## config.mk

```make
export PLATFORM = sky130hd
export DESIGN_NAME = edge_model_learn_and_tour_sample
export DESIGN_NICKNAME = d
export VERILOG_FILES = /design/src/design/emlts_pkg.sv /design/src/design/emlts_ram.sv /design/src/design/emlts_acc.sv /design/src/design/edge_model_learn_and_tour_sample.sv
export SDC_FILE = /design/constraint.sdc
export NUM_CORES = 2
export LEC_CHECK = 0
export ABC_AREA = 0
export BUFFER_PORTS_ARGS = -buffer_cell sky130_fd_sc_hd__buf_2
export CAP_MARGIN = 0
export CORE_ASPECT_RATIO = 1.1
export CORE_UTILIZATION = 55
export DETAILED_ROUTE_END_ITERATION = 12
export PLACE_DENSITY = 0.75
export SLEW_MARGIN = 20
export SYNTH_ARGS = -nofsm -noshare
export SYNTH_HDL_FRONTEND = slang
export SYNTH_SLANG_ARGS = --single-unit
```

## constraint.sdc

```tcl
create_clock -name clk -period 12.3 [get_ports clk]
set_input_delay 2.46 -clock clk [delete_from_list [all_inputs] [get_ports clk]]
set_output_delay 2.46 -clock clk [all_outputs]
set_load 0.02 [all_outputs]
```

## src/design/emlts_pkg.sv

```systemverilog
`default_nettype none

package emlts_pkg;

	// defaults for the top-level parameters
	localparam int CITIES_DEF     = 8;
	localparam int COUNT_BITS_DEF = 10;

	// random fraction width is fixed by the input field
	localparam int RANDOM_BITS = 16;

	// item kinds carried in tuser
	typedef enum logic [1:0] {
		MODE_CLEAR = 2'd0,
		MODE_LEARN = 2'd1,
		MODE_START = 2'd2,
		MODE_NEXT  = 2'd3
	} mode_t;

	// accumulator control from the sequencer
	typedef struct packed {
		logic clr;
		logic add;
	} acc_ctl_t;

endpackage

`default_nettype wire

```

## src/design/emlts_ram.sv

```systemverilog
`default_nettype none

module emlts_ram #(
	parameter int WIDTH = 10,
	parameter int DEPTH = 64
) (
	input  wire                     clk,
	input  wire                     we,
	input  wire [$clog2(DEPTH)-1:0] waddr,
	input  wire [WIDTH-1:0]         wdata,
	input  wire [$clog2(DEPTH)-1:0] raddr,
	output logic [WIDTH-1:0]        rdata
);

	logic [WIDTH-1:0] mem [DEPTH];

	always_ff @(posedge clk) begin
		if (we) begin
			mem[waddr] <= wdata;
		end
		rdata <= mem[raddr];
	end

endmodule

`default_nettype wire

```

## src/design/emlts_acc.sv

```systemverilog
`default_nettype none

// Shared running-sum unit: sums row counts, and tests
// prod <= (sum + data) * (2^RANDOM_BITS - 1) for the cumulative walk.
module emlts_acc
	import emlts_pkg::*;
#(
	parameter int COUNT_BITS = COUNT_BITS_DEF,
	parameter int CITY_W     = 3
) (
	input  wire                                       clk,
	input  wire                                       arst_n,
	input  acc_ctl_t                                  ctl,
	input  wire [COUNT_BITS-1:0]                      data,
	input  wire [COUNT_BITS+CITY_W+RANDOM_BITS-1:0]   prod,
	output logic [COUNT_BITS+CITY_W-1:0]              sum,
	output logic                                      hit
);

	localparam int TW = COUNT_BITS + CITY_W;
	localparam int PW = TW + RANDOM_BITS;

	logic [TW-1:0] acc_q;
	logic [TW-1:0] cum_next;
	logic [PW-1:0] cum_scaled;

	assign cum_next   = acc_q + TW'(data);
	// cum * (2^R - 1) as shift and subtract
	assign cum_scaled = {cum_next, {RANDOM_BITS{1'b0}}} - PW'(cum_next);
	assign hit        = (prod <= cum_scaled);
	assign sum        = acc_q;

	always_ff @(posedge clk or negedge arst_n) begin
		if (!arst_n) begin
			acc_q <= '0;
		end else if (ctl.clr) begin
			acc_q <= '0;
		end else if (ctl.add) begin
			acc_q <= cum_next;
		end
	end

endmodule

`default_nettype wire

```

## src/design/edge_model_learn_and_tour_sample.sv

```systemverilog
`default_nettype none

// Edge-histogram tour model with a sampler.
// Input stream (s_axis): tuser = item kind (clear, learn city, start tour,
// sample next), tdata = city and random fraction, tlast = last city of a
// learned tour. Output stream (m_axis): one transfer for each start or
// sample-next item, tdata = chosen city, tlast = every city now visited.
// Clear and learn items produce no output transfer.
// Counts live in a CITIES*CITIES RAM with one write and one read port.
// Work per item, accept to next tready (the result is offered as tready returns):
//   clear       the clearing pass, one RAM word written per cycle
//   learn       a RAM read and a RAM write per count bumped (up to 2 bumps)
//   start       straight to the finish state
//   sample next the row is streamed through the one RAM read port twice,
//               once to sum the unvisited counts, once for the cumulative
//               compare, with a multiply state between the passes. A hit
//               stops the second pass early.
// Reset: the block runs the clearing pass before tready first rises;
// learn and sampling state start at zero.
// Output stall: the result register holds a finished result while the next
// item is accepted; a second result waits in the sequencer until it drains.
module edge_model_learn_and_tour_sample
	import emlts_pkg::*;
#(
	parameter int CITIES     = CITIES_DEF,
	parameter int COUNT_BITS = COUNT_BITS_DEF
) (
	input  wire         clk,
	input  wire         arst_n,
	input  wire         s_axis_tvalid,
	output logic        s_axis_tready,
	input  wire [23:0]  s_axis_tdata,  // city[2:0], random_value[18:3], zero fill
	input  wire [1:0]   s_axis_tuser,  // mode[1:0]
	input  wire         s_axis_tlast,  // tour_end
	output logic        m_axis_tvalid,
	input  wire         m_axis_tready,
	output logic [7:0]  m_axis_tdata,  // chosen_city[2:0], zero fill
	output logic        m_axis_tlast   // tour_complete
);

	localparam int CW    = (CITIES > 1) ? $clog2(CITIES) : 1;
	localparam int DEPTH = CITIES * CITIES;
	localparam int AW    = $clog2(DEPTH);
	localparam int TW    = COUNT_BITS + CW;
	localparam int PW    = TW + RANDOM_BITS;

	typedef enum logic [2:0] {
		S_CLEAR,
		S_IDLE,
		S_LRD,
		S_LWR,
		S_SUM,
		S_MUL,
		S_WALK,
		S_DONE
	} state_t;

	state_t state_q;

	logic [AW-1:0]          clr_idx_q;
	logic [CW-1:0]          first_q;
	logic [CW-1:0]          prev_q;
	logic                   in_tour_q;
	logic [AW-1:0]          addr_q;
	logic [AW-1:0]          addr_b_q;
	logic                   pend_b_q;
	logic [CW-1:0]          cur_q;
	logic [CITIES-1:0]      visited_q;
	logic [RANDOM_BITS-1:0] rv_q;
	logic [PW-1:0]          prod_q;
	logic [CW-1:0]          iss_q;
	logic                   iss_act_q;
	logic                   v_s1;
	logic [CW-1:0]          j_s1;
	logic [CW-1:0]          ff_q;
	logic                   ff_found_q;
	logic [2:0]             res_city_q;
	logic                   res_last_q;
	logic                   m_valid_q;
	logic [2:0]             m_city_q;
	logic                   m_last_q;

	logic                   in_fire;
	mode_t                  in_mode;
	logic [CW-1:0]          c_in;
	logic [CW-1:0]          first_eff;
	logic [CITIES-1:0]      start_mask;
	logic                   unvisited_s1;
	logic                   pick_now;
	logic [CW-1:0]          pick_c;
	logic [CITIES-1:0]      visited_new;
	logic                   out_load;

	logic                   ram_we;
	logic [AW-1:0]          ram_waddr;
	logic [COUNT_BITS-1:0]  ram_wdata;
	logic [AW-1:0]          ram_raddr;
	logic [COUNT_BITS-1:0]  ram_rdata;
	logic [COUNT_BITS-1:0]  bumped;

	acc_ctl_t               acc_ctl;
	logic [TW-1:0]          acc_sum;
	logic                   acc_hit;

	function automatic logic [AW-1:0] pair_addr(input logic [CW-1:0] from_c,
			input logic [CW-1:0] to_c);
		pair_addr = AW'(AW'(from_c) * AW'(CITIES)) + AW'(to_c);
	endfunction

	assign s_axis_tready = (state_q == S_IDLE);
	assign in_fire       = s_axis_tvalid && s_axis_tready;
	assign in_mode       = mode_t'(s_axis_tuser);

	// city index wraps modulo CITIES: small constant table over the 3-bit field
	always_comb begin
		c_in = '0;
		for (int i = 0; i < 8; i++) begin
			if (s_axis_tdata[2:0] == 3'(i)) begin
				c_in = CW'(i % CITIES);
			end
		end
	end

	assign first_eff  = in_tour_q ? first_q : c_in;
	assign start_mask = CITIES'(1) << c_in;

	// sampling walk
	assign unvisited_s1 = v_s1 && !visited_q[j_s1];
	always_comb begin
		pick_now = 1'b0;
		pick_c   = ff_q;
		if (unvisited_s1 && acc_hit) begin
			pick_now = 1'b1;
			pick_c   = j_s1;
		end else if (v_s1 && (j_s1 == CW'(CITIES - 1))) begin
			pick_now = 1'b1;
		end
	end
	assign visited_new = visited_q | (CITIES'(1) << pick_c);

	assign acc_ctl.clr = (in_fire && (in_mode == MODE_NEXT)) || (state_q == S_MUL);
	assign acc_ctl.add = unvisited_s1 && ((state_q == S_SUM) || (state_q == S_WALK));

	// count RAM ports
	assign bumped    = (ram_rdata == {COUNT_BITS{1'b1}}) ? ram_rdata
	                 : ram_rdata + COUNT_BITS'(1);
	assign ram_we    = (state_q == S_CLEAR) || (state_q == S_LWR);
	assign ram_waddr = (state_q == S_CLEAR) ? clr_idx_q : addr_q;
	assign ram_wdata = (state_q == S_CLEAR) ? COUNT_BITS'(1) : bumped;
	assign ram_raddr = (state_q == S_LRD) ? addr_q : pair_addr(cur_q, iss_q);

	assign out_load = (state_q == S_DONE) && (!m_valid_q || m_axis_tready);

	emlts_ram #(
		.WIDTH (COUNT_BITS),
		.DEPTH (DEPTH)
	) u_counts (
		.clk   (clk),
		.we    (ram_we),
		.waddr (ram_waddr),
		.wdata (ram_wdata),
		.raddr (ram_raddr),
		.rdata (ram_rdata)
	);

	emlts_acc #(
		.COUNT_BITS (COUNT_BITS),
		.CITY_W     (CW)
	) u_acc (
		.clk    (clk),
		.arst_n (arst_n),
		.ctl    (acc_ctl),
		.data   (ram_rdata),
		.prod   (prod_q),
		.sum    (acc_sum),
		.hit    (acc_hit)
	);

	always_ff @(posedge clk or negedge arst_n) begin
		if (!arst_n) begin
			state_q    <= S_CLEAR;
			clr_idx_q  <= '0;
			first_q    <= '0;
			prev_q     <= '0;
			in_tour_q  <= 1'b0;
			addr_q     <= '0;
			addr_b_q   <= '0;
			pend_b_q   <= 1'b0;
			cur_q      <= '0;
			visited_q  <= '0;
			rv_q       <= '0;
			prod_q     <= '0;
			iss_q      <= '0;
			iss_act_q  <= 1'b0;
			v_s1       <= 1'b0;
			j_s1       <= '0;
			ff_q       <= '0;
			ff_found_q <= 1'b0;
			res_city_q <= '0;
			res_last_q <= 1'b0;
			m_valid_q  <= 1'b0;
			m_city_q   <= '0;
			m_last_q   <= 1'b0;
		end else begin
			// row read pipeline: address issued now, data back in the next cycle
			v_s1 <= iss_act_q && ((state_q == S_SUM) || (state_q == S_WALK));
			j_s1 <= iss_q;
			if (iss_act_q) begin
				iss_q <= iss_q + CW'(1);
				// row end, or a pick ends the walk early
				if ((iss_q == CW'(CITIES - 1)) || ((state_q == S_WALK) && pick_now)) begin
					iss_act_q <= 1'b0;
				end
			end

			if (m_valid_q && m_axis_tready && !out_load) begin
				m_valid_q <= 1'b0;
			end

			case (state_q)
				S_CLEAR: begin
					if (clr_idx_q == AW'(DEPTH - 1)) begin
						clr_idx_q <= '0;
						state_q   <= S_IDLE;
					end else begin
						clr_idx_q <= clr_idx_q + AW'(1);
					end
				end
				S_IDLE: begin
					if (in_fire) begin
						case (in_mode)
							MODE_CLEAR: begin
								in_tour_q <= 1'b0;
								state_q   <= S_CLEAR;
							end
							MODE_LEARN: begin
								prev_q   <= c_in;
								first_q  <= first_eff;
								addr_b_q <= pair_addr(c_in, first_eff);
								in_tour_q <= !s_axis_tlast;
								if (in_tour_q) begin
									addr_q   <= pair_addr(prev_q, c_in);
									pend_b_q <= s_axis_tlast;
									state_q  <= S_LRD;
								end else if (s_axis_tlast) begin
									// one-city tour: self pair
									addr_q   <= pair_addr(c_in, c_in);
									pend_b_q <= 1'b0;
									state_q  <= S_LRD;
								end
							end
							MODE_START: begin
								cur_q      <= c_in;
								visited_q  <= start_mask;
								res_city_q <= 3'(c_in);
								res_last_q <= (start_mask == {CITIES{1'b1}});
								state_q    <= S_DONE;
							end
							MODE_NEXT: begin
								rv_q <= s_axis_tdata[18:3];
								if (visited_q == {CITIES{1'b1}}) begin
									res_city_q <= '0;
									res_last_q <= 1'b1;
									state_q    <= S_DONE;
								end else begin
									iss_q      <= '0;
									iss_act_q  <= 1'b1;
									ff_found_q <= 1'b0;
									state_q    <= S_SUM;
								end
							end
							default: begin
								state_q <= S_IDLE;
							end
						endcase
					end
				end
				S_LRD: begin
					state_q <= S_LWR;
				end
				S_LWR: begin
					if (pend_b_q) begin
						addr_q   <= addr_b_q;
						pend_b_q <= 1'b0;
						state_q  <= S_LRD;
					end else begin
						state_q <= S_IDLE;
					end
				end
				S_SUM: begin
					if (unvisited_s1 && !ff_found_q) begin
						ff_q       <= j_s1;
						ff_found_q <= 1'b1;
					end
					if (v_s1 && (j_s1 == CW'(CITIES - 1))) begin
						state_q <= S_MUL;
					end
				end
				S_MUL: begin
					prod_q    <= PW'(rv_q) * PW'(acc_sum);
					iss_q     <= '0;
					iss_act_q <= 1'b1;
					state_q   <= S_WALK;
				end
				S_WALK: begin
					if (pick_now) begin
						cur_q      <= pick_c;
						visited_q  <= visited_new;
						res_city_q <= 3'(pick_c);
						res_last_q <= (visited_new == {CITIES{1'b1}});
						state_q    <= S_DONE;
					end
				end
				S_DONE: begin
					if (out_load) begin
						m_valid_q <= 1'b1;
						m_city_q  <= res_city_q;
						m_last_q  <= res_last_q;
						state_q   <= S_IDLE;
					end
				end
				default: begin
					state_q <= S_IDLE;
				end
			endcase
		end
	end

	assign m_axis_tvalid = m_valid_q;
	assign m_axis_tdata  = {5'd0, m_city_q};
	assign m_axis_tlast  = m_last_q;

	// a result is only published from the finish state
	a_out_from_done: assert property (@(posedge clk) disable iff (!arst_n)
		$rose(m_axis_tvalid) |-> $past(state_q) == S_DONE)
		else $error("output transfer raised outside finish state");

	// the walk never runs past its last row element
	a_walk_ends: assert property (@(posedge clk) disable iff (!arst_n)
		(state_q == S_WALK && v_s1 && j_s1 == CW'(CITIES - 1)) |=> state_q == S_DONE)
		else $error("sampling walk ran past the row");

	// a finished sample always leaves the current city marked visited
	a_cur_visited: assert property (@(posedge clk) disable iff (!arst_n)
		state_q == S_DONE |-> visited_q[cur_q])
		else $error("current city not in visited mask");

endmodule

`default_nettype wire

```

# After elaboration in Yosys (flattened, before gate mapping)
# Memories as Yosys holds them, arrays and structs flattened. A register that Yosys moved wholly into a read port is not among the register bits.
# Cells that the tools add are included.
[totals]
regBits = 119
ram_bits = 640
in_bits = 31
out_inout_bits = 11
mem_count = 1
[mem_list]
columns = ["name", "depth", "width", "rd", "rd_clocked_by_memory_dff", "wr", "line", "rtl"]
rows = [
  ["u_counts.mem", 64, 10, 1, 1, 1, "emlts_ram.sv:15", "logic [WIDTH-1:0] mem [DEPTH];"],
]
[classes]
n_addsub = 9
multipliers = 1
magnitude_cmp = 2
eq_ne = 39
shifts = 2
n_mux = 81
bitwise_logic = 1
n_reduce_logical = 40
[ops]
columns = ["cell", "count"]
rows = [
  ["3-bit two-way mux", 23],
  ["6-bit two-way mux", 8],
  ["3-bit == test (second input constant)", 10],
  ["29-bit <= comparator", 1],
  ["16-bit by 13-bit multiplier with 29-bit output", 1],
  ["29-bit by 13-bit subtractor with 29-bit output", 1],
  ["13-bit two-way mux", 2],
  ["1-bit two-way mux", 25],
  ["6-bit by 3-bit adder with 6-bit output", 4],
  ["8-bit == test (second input constant)", 3],
  ["8-bit two-way mux", 3],
  ["3-bit case mux with 2 select lines", 4],
  ["3-bit case mux with 8 select lines", 1],
  ["10-bit two-way mux", 2],
  ["8-bit case mux with 2 select lines", 1],
  ["1-bit by 3-bit left shift with 8-bit output (first input constant)", 2],
  ["5-bit AND reduction", 3],
  ["2-bit by 1-bit != test with 1-bit output (second input constant)", 7],
  ["13-bit by 10-bit adder with 13-bit output", 1],
  ["3-bit by 2-bit == test with 1-bit output (second input constant)", 4],
  ["1-bit logical AND", 12],
  ["1-bit case mux with 2 select lines", 6],
  ["3-bit case mux with 4 select lines", 1],
  ["6-bit case mux with 2 select lines", 1],
  ["other kinds (25)", 49],
]

# Logic depth before layout (Yosys ltp)
[depth]
word_depth = 14
mapped_depth = 28

# By module
# Synthesis repeated with hierarchy kept, for this count alone.
[hier_totals]
hier_cells = 2718
area_unflattened_um2 = 39173.8
[modules_own_cells]
columns = ["mod", "n_inst", "cells_per_inst", "area_each_um2", "seq_area_each_um2"]
rows = [
  ["emlts_ram", 1, 1121, 25022.7, 19418.6],
  ["edge_model_learn_and_tour_sample", 1, 1313, 11871.4, 2502.4],
  ["emlts_acc", 1, 284, 2279.7, 325.3],
]

# Worst setup path after synthesis
# No wires, ideal clock.
[synth_timing]
path_kind = "flip-flop to flip-flop"
start = "reg u_acc.acc_q[1] (netlist: u_acc.sum[1])"
end = "reg res_last_q"
setup_ps = 123
arrival_ps = 5611
required_ps = 12177
slack_ps = 6566
stages_incl_launch_ff = 29
path_buffers = 3
period_less_slack_ps = 5734
path_cell_list = "dfrtp_1 > clkbuf_1 > clkbuf_1 > inv_1 > fa_1 > nor2b_1 > o21ai_1 > a21boi_0 > o21ai_1 > nor2b_1 > xnor2_1 > or4_1 > nor2_1 > nand2_1 > inv_1 > nor2_1 > xor2_1 > ha_1 > nand2_1 > nor4_1 > nand4_1 > or4_4 > o21ai_4 > buf_6 > mux2i_1 > nor2_1 > a32oi_1 > a211oi_1 > o221a_1"
[synth_via]
elab_chain_len = 10
[synth_lines]
columns = ["item", "line", "rtl"]
rows = [
  ["start, declared", "emlts_acc.sv:23", "logic [TW-1:0] acc_q;"],
  ["start signal, assigned", "emlts_acc.sv:39", "acc_q <= cum_next;"],
  ["13-bit by 10-bit adder with 13-bit output *", "emlts_acc.sv:27", "assign cum_next = acc_q + TW'(data);"],
  ["29-bit by 13-bit subtractor with 29-bit output *", "emlts_acc.sv:29", "assign cum_scaled = {cum_next, {RANDOM_BITS{1'b0}}} - PW'(cum_next);"],
  ["29-bit <= comparator *", "emlts_acc.sv:30", "assign hit = (prod <= cum_scaled);"],
  ["1-bit logical AND *", "edge_model_learn_and_tour_sample.sv:132", "if (unvisited_s1 && acc_hit) begin"],
  ["3-bit two-way mux", "edge_model_learn_and_tour_sample.sv:132", ""],
  ["1-bit by 3-bit left shift with 8-bit output", "edge_model_learn_and_tour_sample.sv:139", "assign visited_new = visited_q | (CITIES'(1) << pick_c);"],
  ["8-bit OR", "edge_model_learn_and_tour_sample.sv:139", ""],
  ["8-bit == test", "edge_model_learn_and_tour_sample.sv:310", "res_last_q <= (visited_new == {CITIES{1'b1}});"],
  ["1-bit two-way mux", "edge_model_learn_and_tour_sample.sv:306", "if (pick_now) begin"],
  ["1-bit case mux with 2 select lines", "edge_model_learn_and_tour_sample.sv:220", "case (state_q)"],
  ["end signal, assigned", "edge_model_learn_and_tour_sample.sv:256", "res_last_q <= (start_mask == {CITIES{1'b1}});"],
  ["end signal, assigned", "edge_model_learn_and_tour_sample.sv:310", ""],
  ["end, declared", "edge_model_learn_and_tour_sample.sv:78", "logic res_last_q;"],
]
# Mark *: on every way between the ends. The rest lies on a longest branch, timed or not. The select of a mux whose other input is x is not followed.
# A chain may end at the register's enable or synchronous reset.

# Final worst setup path
[layout_timing]
start = "reg u_acc.acc_q[0] (netlist: u_acc.sum[0])"
end = "reg res_last_q"
# Same word-level chain as after synthesis.

==> flow_summary.yaml <==
sta:
  maxSlewHeadroom_pct: 26.8
  finalSetupViolCount: 0
  max_freq_mhz: 143
  fin_crit_sh_pct: 56.8
  fin_crit_ns: 6.99
  finalHoldViolCount: 0
  skew_ns: 0.0265
  final.setup.tns_ns: 0
  rsz0062_at_grt: "false"
  tightest_slew_ns: 1.09
  slew_viol_final: 0
global_route:
  grt_pass1_wl_mm: 137
  antenna_found_initial: 0
  grt_pass1_vias: 24000
  met3_usage_pct: 3.48
  overflow: 0
  grt_max_degree: 81
  grtUsageTotal_pct: 25.5
  grt.busiest_layer: "met2"
  use_met1_pct: 31.9
  use_met2_pct: 44.2
clocking:
  post_cts_resized: 0
  post-cts-setup-buffer-count: 0
  clk_pin_slew_ns: 0.06
  cts_sinks: 763
  htree_levels: 3
  cts_tree: "done"
  cts_buffers: 77
  clockBufferDepth: 3
  cts-root-buf: "clkbuf_16"
  clock_latency_ns: 0.63
  hold_buffers: 0
layout:
  drive_above_1_share_pct: 14.8
  fill_cells: 5013
  final_common_cell: "edfxtp_1"
  area_growth_pct: 9.71
  fin_nets: 3013
  fin_cells: 3699
  final_cell_mix: "edfxtp_1 (640), nand2_1 (321), inv_1 (185), mux4_2 (162), fa_1 (155)"
die:
  die_y_um: 280
  io_pins: 42
  rows: 101
  die-area_um2: 71100
  start_util_pct: 55.7
  core_um2: 69100
  die-width_um: 254
power_and_ir_drop:
  combPwrFrac_pct: 0.4
  vdd_drop_max_v: 0.000163
  p_seq_share_pct: 52.9
  swShare_pct: 19.8
  p_sw_mw: 1.04
  cellLeakagePower_nw: 14.5
  power.share.clock_pct: 46.7
  intPower_mw: 4.19
  power_density_nw_per_um2: 124
route:
  drcViolationCount: 0
  initialDrtViolationCount: 2183
  ant_nets: 0
  vias: 22800
  first_pass_iters: 6
  totalWireLength_mm: 87.8
  wl_per_cell_um: 23.7
  via_per_inst: 6.16
critical_path:
  r2r_slack_ns: 5.31
  cp_max_fo: 18
  regToRegEndpoint: "res_last_q"
  r2r_cells: 22
  max_stage_delay_ns: 0.76
  worstSetupEndpointType: "flop"
  worstSetupPathType: "flop to flop"
  crit_arrival_ns: 7.55
  path_common_cell: "o21ai_1"
  crit_slowest_cell: "dfrtp_1"
  crit_path_start: "u_acc.sum[0]"
  r2r_start: "u_acc.sum[0]"
  crit_chain: "ha_1 -> inv_1 -> fa_1 -> nor2b_1 -> o21ai_1 -> a21boi_0 -> o21ai_1 -> nor2b_1 -> xnor2_1 -> nor4_1 -> nand4_1 -> xnor2_1 -> ha_1 -> and2_0 -> a221o_2 -> a2111oi_1 -> o21ai_1 -> o21ai_4 -> mux2i_1 -> a41oi_1 -> a211oi_1 -> o221a_1"
  cp.required_ns: 12.86
  startpoint_type: "flop"
  critPathCapture: "res_last_q"
placement:
  io_buffer_count: 31
  gp_congestion: 0.880
  dp_cells: 3557
  hpwlAfterDp_mm: 54.6
logic_synthesis:
  netlist-cell-type-count: 70
  syn_inst: 2707
  postSynthAreaPerCell_um2: 14.2
  ys_warn_count: 0
  synth_ff_type: "edfxtp_1"
  synth_edf_count: 640
  yosysSeqAreaShare_pct: 57.8
  netlist_area_um2: 38500
  ys_async_sr_fraction_pct: 14.8
  yosys_register_bits: 763
min_path:
  min_path_type: "flop to flop"
run:
  maxCapViolations: 0
run_status:
  status: "finished clean"
==> critical path, delay by kind of cell, from the launching register on <==
| family | cells | cell delay (ns) |
|---|---|---|
| adders and majority gates | 3 | 0.95 |
| xor gates and xnor gates | 2 | 0.51 |
| and+or+nand+nor | 5 | 1.58 |
| DFF | 1 | 0.76 |
| muxes | 1 | 0.54 |
| buffers and inverters | 1 | 0.06 |
| AOI/OAI and AO/OA | 10 | 2.51 |
==> Yosys cell counts, types with 6 or more instances <==
master,instances,area [um^2]
edfxtp_1,640,19200
nand2_1,322,1210
inv_1,185,694
mux4_2,162,3650
fa_1,155,3100
and2_1,129,807
nor2_1,120,450
ha_1,118,1480
dfrtp_1,113,2830
clkbuf_1,103,387
a21oi_1,84,420
o21ai_0,68,340
a211oi_1,59,443
nand3_1,47,235
mux2_2,41,462
xnor2_1,31,272
a21o_1,29,218
a31oi_1,26,163
a311oi_1,21,184
buf_2,21,105
mux2i_1,19,190
nor2b_1,16,100
nand4_1,15,93.8
nor3_1,15,75.1
xor2_1,15,131
nand3b_1,14,105
nand2b_1,13,81.3
and3_1,10,62.6
dfxtp_1,10,200
or3_1,10,62.6
buf_4,8,60.1
o21bai_1,8,60.1
o21a_1,7,52.6
o31ai_1,6,45.0
or2_2,6,37.5
==> worst min-delay path by stage <==
| stage | startpoint | end | cells after the start |
|---|---|---|---|
| after floorplan | iss_q[1] | j_s1[1] | 0 |
| after global routing | res_city_q[2] | res_city_q[2] | 2 |
| after global placement | res_city_q[1] | res_city_q[1] | 1 |
| final | res_city_q[2] | res_city_q[2] | 2 |
| after detailed placement | res_city_q[2] | res_city_q[2] | 2 |
| after CTS | res_city_q[2] | res_city_q[2] | 2 |
==> per-layer routing <==
layer  wire, um  part of all wire, %  vias up
met1      32800                   37    11600
li1           -                    -     9913
met4       3530                  4.0        0
met2      45100                   51     1114
met5          0                    0        -
met3       6320                  7.2      219
==> logic make-up (layout without fill, tap and decap cells) <==
group | after synthesis | after routing | synth area share, %
DFF | 763 | 763 | 57.8
and+or+nand+nor | 730 | 730 | 8.89
AOI/OAI and AO/OA | 347 | 347 | 5.84
buffers and inverters | 324 | 384 | 3.34
adders and majority gates | 273 | 273 | 11.9
muxes | 223 | 223 | 11.2
xor gates and xnor gates | 46 | 46 | 1.05
other | 1 | 6 | 0.00974
==> metrics by stage <==
stage	worst slack [ns]	hold slack, ns	util, %	instance area (um^2)	power, mW
detailed placement	5.41	0.468	57.3	39600	2.84
floorplan	6.57	0.396	-	38500	2.83
global placement	5.55	0.460	57.3	39600	2.84
global route	4.77	0.503	61.1	42200	5.35
finish	5.31	0.486	61.1	42200	5.23
CTS	5.36	0.482	61.1	42200	5.25
==> layout make-up <==
cell class              count  area (um^2)  share of cell area [%]
flip-flops and latches    763        22200                    52.7
multi-input cells        1624        15200                    35.9
clock buffers              95         2030                    4.79
well taps                 927         1160                    2.75
inverters                 185          694                    1.64
clock inverters            46          592                    1.40
repair buffers             58          360                   0.853
diodes                      1         2.50                 0.00592
==> flip-flops by register name, indices dropped and copies added (netlist names), 2 cells and up <==
name and flops:
first_q 2, u_counts.rdata 10, res_city_q 3, clr_idx_q 6
rv_q 16, state_q 3, visited_q 8, m_city_q 3
prev_q 3, iss_q 3, prod_q 29, ff_q 3
u_counts.mem 640, j_s1 3, addr_q 6, u_acc.sum 13
cur_q 3
==> power by group through the flow <==
stage                     clock network [mW]  registers (mW)  logic [mW]
after floorplan                            0            2.82     0.00765
after global placement                     0            2.82      0.0202
after detailed placement                   0            2.82      0.0209
after CTS                               2.47            2.77      0.0211
after global routing                    2.56            2.77      0.0232
final                                   2.44            2.77      0.0204
Power figures use the tool's default switching activity.
